==> config.mk <==
export PLATFORM = sky130hd
export DESIGN_NAME = msb_first_bit_packer_unit
export DESIGN_NICKNAME = d
export VERILOG_FILES = /design/src/rtl/core/mbp_pkg.sv /design/src/rtl/core/mbp_ctrl.sv /design/src/rtl/core/mbp_datapath.sv /design/src/rtl/core/msb_first_bit_packer_unit.sv
export SDC_FILE = /design/constraint.sdc
export NUM_CORES = 1
export LEC_CHECK = 0
export ABC_AREA = 1
export BUFFER_PORTS_ARGS = -buffer_cell sky130_fd_sc_hd__clkbuf_2
export CAP_MARGIN = 40
export CORE_MARGIN = 5
export CORE_UTILIZATION = 45
export DETAILED_ROUTE_END_ITERATION = 8
export MAX_ROUTING_LAYER = met4
export PLACE_DENSITY_LB_ADDON = 0.08
export SYNTH_ARGS = -nofsm -noshare
export SYNTH_HDL_FRONTEND = slang
export SYNTH_HIERARCHICAL = 1
export SYNTH_SLANG_ARGS = --single-unit
==> constraint.sdc <==
create_clock -name clk -period 3.6 [get_ports clk]
set_clock_uncertainty 0.1 [all_clocks]
set_input_delay 0.18 -clock clk [delete_from_list [all_inputs] [get_ports clk]]
set_output_delay 0.18 -clock clk [all_outputs]
set_load 0.1 [all_outputs]
==> src/rtl/core/mbp_pkg.sv <==
// Package for the MSB-first bit packer: request codes, controller states,
// constants and the command and status structs that join controller and datapath.
// It depends on nothing else.
package mbp_pkg;

    localparam int ACC_WIDTH = 32;
    localparam int MAX_BYTES = 65536;
    localparam int POS_WIDTH = 16;
    localparam int CAP_WIDTH = 16;
    localparam int LEN_WIDTH = 6;
    localparam int CNT_WIDTH = 3;
    localparam logic [CAP_WIDTH-1:0] CAP_RESET = 16'hFFFF;
    localparam logic [LEN_WIDTH-1:0] FREE_RESET = 6'd32;
    localparam logic [CNT_WIDTH-1:0] BYTES_PER_WORD = 3'd4;

    typedef enum logic [1:0] {
        REQ_WRITE   = 2'd0,
        REQ_ALIGN   = 2'd1,
        REQ_CLOSE   = 2'd2,
        REQ_RESTART = 2'd3
    } req_t;

    typedef enum logic {
        ST_IDLE,
        ST_SEND
    } state_t;

    typedef struct packed {
        logic accept;
        logic step;
    } ctrl_cmd_t;

    typedef struct packed {
        logic send_pending;
        logic final_word;
    } dp_status_t;

endpackage

==> src/rtl/core/mbp_ctrl.sv <==
// Controller of the MSB-first bit packer: a two-state machine that gates the
// input and output handshakes and issues accept and step commands.
// Depends on mbp_pkg.
module mbp_ctrl (
    input  logic                   clk,
    input  logic                   rst_n,
    input  logic                   in_valid,
    output logic                   in_stall,
    output logic                   out_valid,
    input  logic                   out_stall,
    input  mbp_pkg::dp_status_t    status,
    output mbp_pkg::ctrl_cmd_t     cmd
);

    mbp_pkg::state_t state_reg;
    mbp_pkg::state_t state_next;

    always_ff @(posedge clk or negedge rst_n)
    begin
        if (!rst_n)
        begin
            state_reg <= mbp_pkg::ST_IDLE;
        end
        else
        begin
            state_reg <= state_next;
        end
    end

    always_comb
    begin
        state_next = state_reg;
        out_valid  = 1'b0;
        in_stall   = 1'b0;
        cmd.step   = 1'b0;
        cmd.accept = 1'b0;
        case (state_reg)
            mbp_pkg::ST_IDLE:
            begin
                cmd.accept = in_valid;
                if (in_valid && status.send_pending)
                begin
                    state_next = mbp_pkg::ST_SEND;
                end
            end
            mbp_pkg::ST_SEND:
            begin
                out_valid  = 1'b1;
                cmd.step   = !out_stall;
                in_stall   = !(!out_stall && status.final_word);
                cmd.accept = in_valid && !in_stall;
                if (!out_stall && status.final_word)
                begin
                    if (in_valid && status.send_pending)
                    begin
                        state_next = mbp_pkg::ST_SEND;
                    end
                    else
                    begin
                        state_next = mbp_pkg::ST_IDLE;
                    end
                end
            end
            default:
            begin
                state_next = mbp_pkg::ST_IDLE;
            end
        endcase
    end

endmodule

==> src/rtl/core/mbp_datapath.sv <==
// Datapath of the MSB-first bit packer: accumulator, free-bit count, byte
// position, overflow flag, send word and capacity register.
// Depends on mbp_pkg; driven by commands from mbp_ctrl.
module mbp_datapath (
    input  logic                              clk,
    input  logic                              rst_n,
    input  logic                              cfg_we,
    input  logic [mbp_pkg::CAP_WIDTH-1:0]     cfg_data,
    input  logic [1:0]                        req_type,
    input  logic [31:0]                       field_value,
    input  logic [5:0]                        field_length,
    input  mbp_pkg::ctrl_cmd_t                cmd,
    output mbp_pkg::dp_status_t               status,
    output logic [7:0]                        out_byte,
    output logic [15:0]                       out_position,
    output logic                              overflow,
    output logic                              last
);

    logic [mbp_pkg::CAP_WIDTH-1:0] cap_reg;
    logic [mbp_pkg::ACC_WIDTH-1:0] acc_reg, acc_next;
    logic [mbp_pkg::LEN_WIDTH-1:0] free_reg, free_next;
    logic [mbp_pkg::POS_WIDTH-1:0] pos_reg, pos_next;
    logic                          refused_reg, refused_next;
    logic                          clear_reg, clear_next;
    logic [mbp_pkg::ACC_WIDTH-1:0] word_reg, word_next;
    logic [mbp_pkg::CNT_WIDTH-1:0] cnt_reg, cnt_next;

    logic [mbp_pkg::LEN_WIDTH-1:0] len_eff;
    logic [63:0]                   mask64;
    logic [63:0]                   v64;
    logic [mbp_pkg::LEN_WIDTH-1:0] shift_amt;
    logic [mbp_pkg::LEN_WIDTH-1:0] spill;
    logic [mbp_pkg::LEN_WIDTH-1:0] free_spill;
    logic [mbp_pkg::LEN_WIDTH-1:0] free_aligned;
    logic [mbp_pkg::LEN_WIDTH-1:0] held_bits;
    logic [mbp_pkg::CNT_WIDTH-1:0] item_cnt;
    logic [mbp_pkg::ACC_WIDTH-1:0] item_word;
    logic                          is_over;
    logic                          is_final;
    logic                          send_pending;
    mbp_pkg::req_t                 req;

    assign req          = mbp_pkg::req_t'(req_type);
    assign len_eff      = (field_length > 6'd32) ? 6'd32 : field_length;
    assign mask64       = (64'd1 << len_eff) - 64'd1;
    assign v64          = {32'd0, field_value & mask64[31:0]};
    assign shift_amt    = free_reg - len_eff;
    assign spill        = len_eff - free_reg;
    assign free_spill   = 6'd32 - spill;
    assign free_aligned = free_reg & 6'h38;
    assign held_bits    = 6'd32 - free_aligned;

    assign is_over  = pos_reg >= cap_reg;
    assign is_final = is_over || (cnt_reg == 3'd1);

    assign out_byte     = is_over ? 8'd0 : word_reg[31:24];
    assign out_position = pos_reg;
    assign overflow     = is_over;
    assign last         = is_final;
    assign status.final_word   = is_final;
    assign status.send_pending = send_pending;

    always_comb
    begin
        item_cnt  = '0;
        item_word = acc_reg | 32'(v64 >> spill);
        case (req)
            mbp_pkg::REQ_WRITE:
            begin
                if (len_eff != 6'd0 && len_eff > free_reg)
                begin
                    item_cnt = mbp_pkg::BYTES_PER_WORD;
                end
            end
            mbp_pkg::REQ_CLOSE:
            begin
                item_cnt  = held_bits[5:3];
                item_word = acc_reg;
            end
            default:
            begin
                item_cnt = '0;
            end
        endcase
    end

    always_comb
    begin
        acc_next     = acc_reg;
        free_next    = free_reg;
        pos_next     = pos_reg;
        refused_next = refused_reg;
        clear_next   = clear_reg;
        word_next    = word_reg;
        cnt_next     = cnt_reg;

        if (cmd.step)
        begin
            if (is_over)
            begin
                refused_next = 1'b1;
            end
            else
            begin
                pos_next  = pos_reg + 16'd1;
                word_next = word_reg << 8;
                cnt_next  = cnt_reg - 3'd1;
            end
            if (is_final)
            begin
                cnt_next = '0;
                if (clear_reg)
                begin
                    pos_next     = '0;
                    refused_next = 1'b0;
                    clear_next   = 1'b0;
                end
            end
        end

        send_pending = (item_cnt != 3'd0) && !refused_next;

        if (cmd.accept)
        begin
            if (send_pending)
            begin
                word_next = item_word;
                cnt_next  = item_cnt;
            end
            case (req)
                mbp_pkg::REQ_WRITE:
                begin
                    if (len_eff != 6'd0)
                    begin
                        if (len_eff <= free_reg)
                        begin
                            free_next = shift_amt;
                            acc_next  = acc_reg | 32'(v64 << shift_amt);
                        end
                        else
                        begin
                            free_next = free_spill;
                            acc_next  = 32'(v64 << free_spill);
                        end
                    end
                end
                mbp_pkg::REQ_ALIGN:
                begin
                    free_next = free_aligned;
                end
                mbp_pkg::REQ_CLOSE:
                begin
                    acc_next  = '0;
                    free_next = mbp_pkg::FREE_RESET;
                    if (send_pending)
                    begin
                        clear_next = 1'b1;
                    end
                    else
                    begin
                        pos_next     = '0;
                        refused_next = 1'b0;
                        clear_next   = 1'b0;
                    end
                end
                default:
                begin
                    acc_next     = '0;
                    free_next    = mbp_pkg::FREE_RESET;
                    pos_next     = '0;
                    refused_next = 1'b0;
                    clear_next   = 1'b0;
                end
            endcase
        end
    end

    always_ff @(posedge clk or negedge rst_n)
    begin
        if (!rst_n)
        begin
            cap_reg     <= mbp_pkg::CAP_RESET;
            acc_reg     <= '0;
            free_reg    <= mbp_pkg::FREE_RESET;
            pos_reg     <= '0;
            refused_reg <= 1'b0;
            clear_reg   <= 1'b0;
            cnt_reg     <= '0;
        end
        else
        begin
            if (cfg_we)
            begin
                cap_reg <= cfg_data;
            end
            acc_reg     <= acc_next;
            free_reg    <= free_next;
            pos_reg     <= pos_next;
            refused_reg <= refused_next;
            clear_reg   <= clear_next;
            cnt_reg     <= cnt_next;
        end
    end

    always_ff @(posedge clk)
    begin
        word_reg <= word_next;
    end

    // An overflow result must leave the stream refused unless a new item clears it.
    a_refuse_after_overflow: assert property (@(posedge clk) disable iff (!rst_n)
        (cmd.step && is_over && !clear_reg && !cmd.accept) |=> refused_reg)
        else $error("overflow result did not set the refused flag");

    a_free_in_range: assert property (@(posedge clk) disable iff (!rst_n)
        free_reg <= 6'd32)
        else $error("free bit count out of range");

    a_cnt_in_range: assert property (@(posedge clk) disable iff (!rst_n)
        cnt_reg <= mbp_pkg::BYTES_PER_WORD)
        else $error("byte count out of range");

    // A step is only issued while bytes remain to be sent.
    a_step_has_bytes: assert property (@(posedge clk) disable iff (!rst_n)
        cmd.step |-> (cnt_reg != 3'd0))
        else $error("step issued with no bytes left");

endmodule

==> src/rtl/core/msb_first_bit_packer_unit.sv <==
// Top level of the MSB-first bit packer: joins the controller and the datapath
// and exposes the input, output and capacity write channels.
// Depends on mbp_pkg, mbp_ctrl and mbp_datapath.
//
// Each input word is taken without a stall while the block is idle. A request
// that yields no result (a write that does not overflow the accumulator, align,
// restart, or close with nothing held or after overflow) leaves the block ready
// in the next cycle. A request that yields results occupies the one-byte result
// channel for each result in turn, up to four, holding while out_stall is high,
// and the next input word is taken on the same edge as its final result. The
// capacity register accepts a write in every cycle and must only be written
// while the block is idle.
module msb_first_bit_packer_unit (
    input  logic        clk,
    input  logic        rst_n,
    input  logic        cfg_valid,
    output logic        cfg_ready,
    input  logic [15:0] cfg_data,
    input  logic        in_valid,
    output logic        in_stall,
    input  logic [1:0]  req_type,
    input  logic [31:0] field_value,
    input  logic [5:0]  field_length,
    output logic        out_valid,
    input  logic        out_stall,
    output logic [7:0]  out_byte,
    output logic [15:0] out_position,
    output logic        overflow,
    output logic        last
);

    mbp_pkg::ctrl_cmd_t  cmd;
    mbp_pkg::dp_status_t status;

    assign cfg_ready = 1'b1;

    mbp_ctrl u_ctrl (
        .clk       (clk),
        .rst_n     (rst_n),
        .in_valid  (in_valid),
        .in_stall  (in_stall),
        .out_valid (out_valid),
        .out_stall (out_stall),
        .status    (status),
        .cmd       (cmd)
    );

    mbp_datapath u_datapath (
        .clk          (clk),
        .rst_n        (rst_n),
        .cfg_we       (cfg_valid && cfg_ready),
        .cfg_data     (cfg_data),
        .req_type     (req_type),
        .field_value  (field_value),
        .field_length (field_length),
        .cmd          (cmd),
        .status       (status),
        .out_byte     (out_byte),
        .out_position (out_position),
        .overflow     (overflow),
        .last         (last)
    );

endmodule
==> out/summary.txt <==
Sink Count: 108
Largest net degree at the start of global routing: 63
DRC viols: 0
Worst setup margin: 0.267 ns
Yosys warning total: 6
Initial antenna violation count: 0
Post-synth ARST share: 0.704
Max-slew headroom: 0.633
CP max stage cell: fa_1
Routed Antenna Nets: 0
RSZ-0062 raised after global routing: false
Die Wd: 175 um
Setup TNS: 0 ns
Pre-CTS setup slack: 0.107 ns
Clock Latency Late Sink: 0.36 ns
Critical path's largest stage delay: 0.57 ns
First-pass GRT wire length: 78,500 um
Xor and xnor area share after synthesis: 0.0120
Post-synthesis sequential area ratio: 0.210
Post-Synth Adder-Cell Area: 0.0381
Crit Path Category: register to register
Final setup viols: 0
Multiplexer share of the synthesized area: 0.00583
Share of the synthesized area in the top cell type: 0.180
Max-cap violations: 0
Status: completed
Vias/cell: 5.79
Worst path arrival time: 3.53 ns
Number of synthesized register bits: 108
Count of final hold-check violations: 0
Routability cong.: 1.04
CTS Buffer Depth: 2
IO Port Bufs: 88
Clk slew on worst S/H paths: 0.08 ns
CTS Buf Count: 9
NumNets Final: 2,262
Crit Path Max Fanout: 8
Yosys cell types: 77
IO Count: 90
Crit path cell chain: ha_1, inv_1, fa_1, clkinv_1, ha_1, or2_1, nand2_2, inv_2, nor4_1, o21ai_0, o21bai_1, nand2_1, nand2_1, nand2_1, nand2_1, inv_1
DR vias: 14,500
Die Y-Extent: 175 um
Syn_area_per_cell: 5.95 um^2
Post-Route WL: 50,600 um
Setup crit end kind: register
H-tree depth: 3
DIE AREA: 30,600 um^2
Post-Synth Simple-Gate Area: 0.470
CP dominant cell by count: nand2_1
CTS Root Cell: clkbuf_16
Worst setup SP type: register
Synthesized netlist cell count: 2,056
Hpwl dp: 40,100 um
Row count: 60
Initial Utilization: 0.455
All-Layer GR Usage: 0.335
Main area contributors after synthesis: nand2_1, nand3_1, dfrtp_1, inv_1, dfxtp_1
CTS tree: done
Cell accounting for the most synthesized area: nand2_1
Remaining global-route overflow: 0
Core Area: 26,900 um^2
Syn Nets: 2,153
Layout cells sized above 1: 0.182
Top_reg_cell synth: dfrtp_1
Vias in the first global route: 13,800
Main combinational cell family by area after synthesis: simple AND/OR/NAND/NOR gates
Crit path time final: 3.33 ns
Final worst path period share: 0.926
Wire length per cell: 20.1 um
Post-synth top cells: nand2_1, nand3_1, inv_1
Mapped Area: 12,200 um^2
Cell with the most instances after synthesis: nand2_1
EDFF count, synth: 0
Final core utilization: 0.523
Count of pins over their slew limit: 0
Highest achievable clock rate: 0.300 GHz
Drt first pass iters: 6
Class of the worst hold path: input port to async pin
Synth-to-layout area growth: 15.0%
Worst-Margin Slew: 0.553 ns
Compound-gate portion of the synthesized area: 0.146
Drt first-iter violations: 1,671
Worst path required time: 3.80 ns
Postcts setup bufs: 0
N_diodes: 0
-- per-stage QoR --
stage          instance area (um^2)  hold slack, ns  std cells
6_report                      14100          0.0702       2511
5_1_grt                       14100          0.0651       2511
4_1_cts                       14000          0.0584       2511
3_5_place_dp                  13500         -0.0909       2476
3_3_place_gp                  13500           0.260       2475
2_1_floorplan                 12300          -0.216       2056
-- kinds of logic (layout without fill, tap and decap cells) --
kind of cell / Yosys count / after routing
xor+xnor: 15 / 15
simple gates: 1253 / 1253
fa+ha+maj: 36 / 36
compound gates: 294 / 294
mux: 7 / 7
buf+inv: 342 / 456
flops: 108 / 108
other cells: 1 / 1
-- critical path, delay by kind of cell (launching register included) --
kind | cells | cell delay (ns)
simple gates | 7 | 1.13
fa+ha+maj | 3 | 0.97
flops | 1 | 0.37
buf+inv | 4 | 0.35
compound gates | 2 | 0.34
-- layer usage --
layer	track usage	part of all wire	vias up
li1	-	-	6998
met1	0.445	0.43	6799
met2	0.531	0.46	635
met3	0.0426	0.074	106
met4	0.111	0.038	0
met5	-	0	-
-- final timing paths --
kind	startpoint	to	slack [ns]	depth (start not counted)
worst max-delay path	u_datapath/free_reg[0]$_DFFE_PN0P_	u_datapath/acc_reg[17]$_DFFE_PN0P_	0.27	16
worst min-delay path	rst_n	u_datapath/free_reg[1]$_DFFE_PN0P_	0.07	2
worst max register to register	u_datapath/free_reg[0]$_DFFE_PN0P_	u_datapath/acc_reg[17]$_DFFE_PN0P_	0.27	16
worst min register to register	u_datapath/word_reg[2]$_DFF_P_	u_datapath/word_reg[2]$_DFF_P_	0.38	2
max in group asynchronous	rst_n	u_datapath/cap_reg[0]$_DFFE_PN1P_	2.76	3
min in group clk	out_stall	u_ctrl/state_reg$_DFF_PN0_	0.09	5
-- what timing repair did --
action,4_1_cts,5_1_grt
hold endpoints to repair,88,0
gates resized for setup,0,8
hold buffers,19,0
endpoints found under the setup margin,0,18
-- placed cells by master, fill, tap and decap left out, drive strengths merged, types with 7 or more instances in the layout --
master       instances
a21boi               9
clkinv              10
o21a                 7
a21oi               95
nand4               30
dfxtp               32
dfstp               17
nor3                21
dlygate4sd3         19
inv                221
xor2                11
nor2               148
clkbuf              96
dfrtp               59
o21ai              111
ha                  34
o211ai              28
o21bai               7
nand2              624
nand3              401
buf                109
and2                 7
or2                 12
-- area by class of cell --
| cell class | count | area, um^2 |
|---|---|---|
| fill | 2864 | 12800 |
| multi-input combinational | 1606 | 8270 |
| sequential | 108 | 2600 |
| timing repair buffer | 214 | 1600 |
| inverter | 226 | 862 |
| tap | 341 | 427 |
| clock buffer | 10 | 239 |
| clock inverter | 6 | 62.6 |
Power is not shown: default switching activity piles up to over one toggle a cycle in this logic, so the estimate is an artifact.
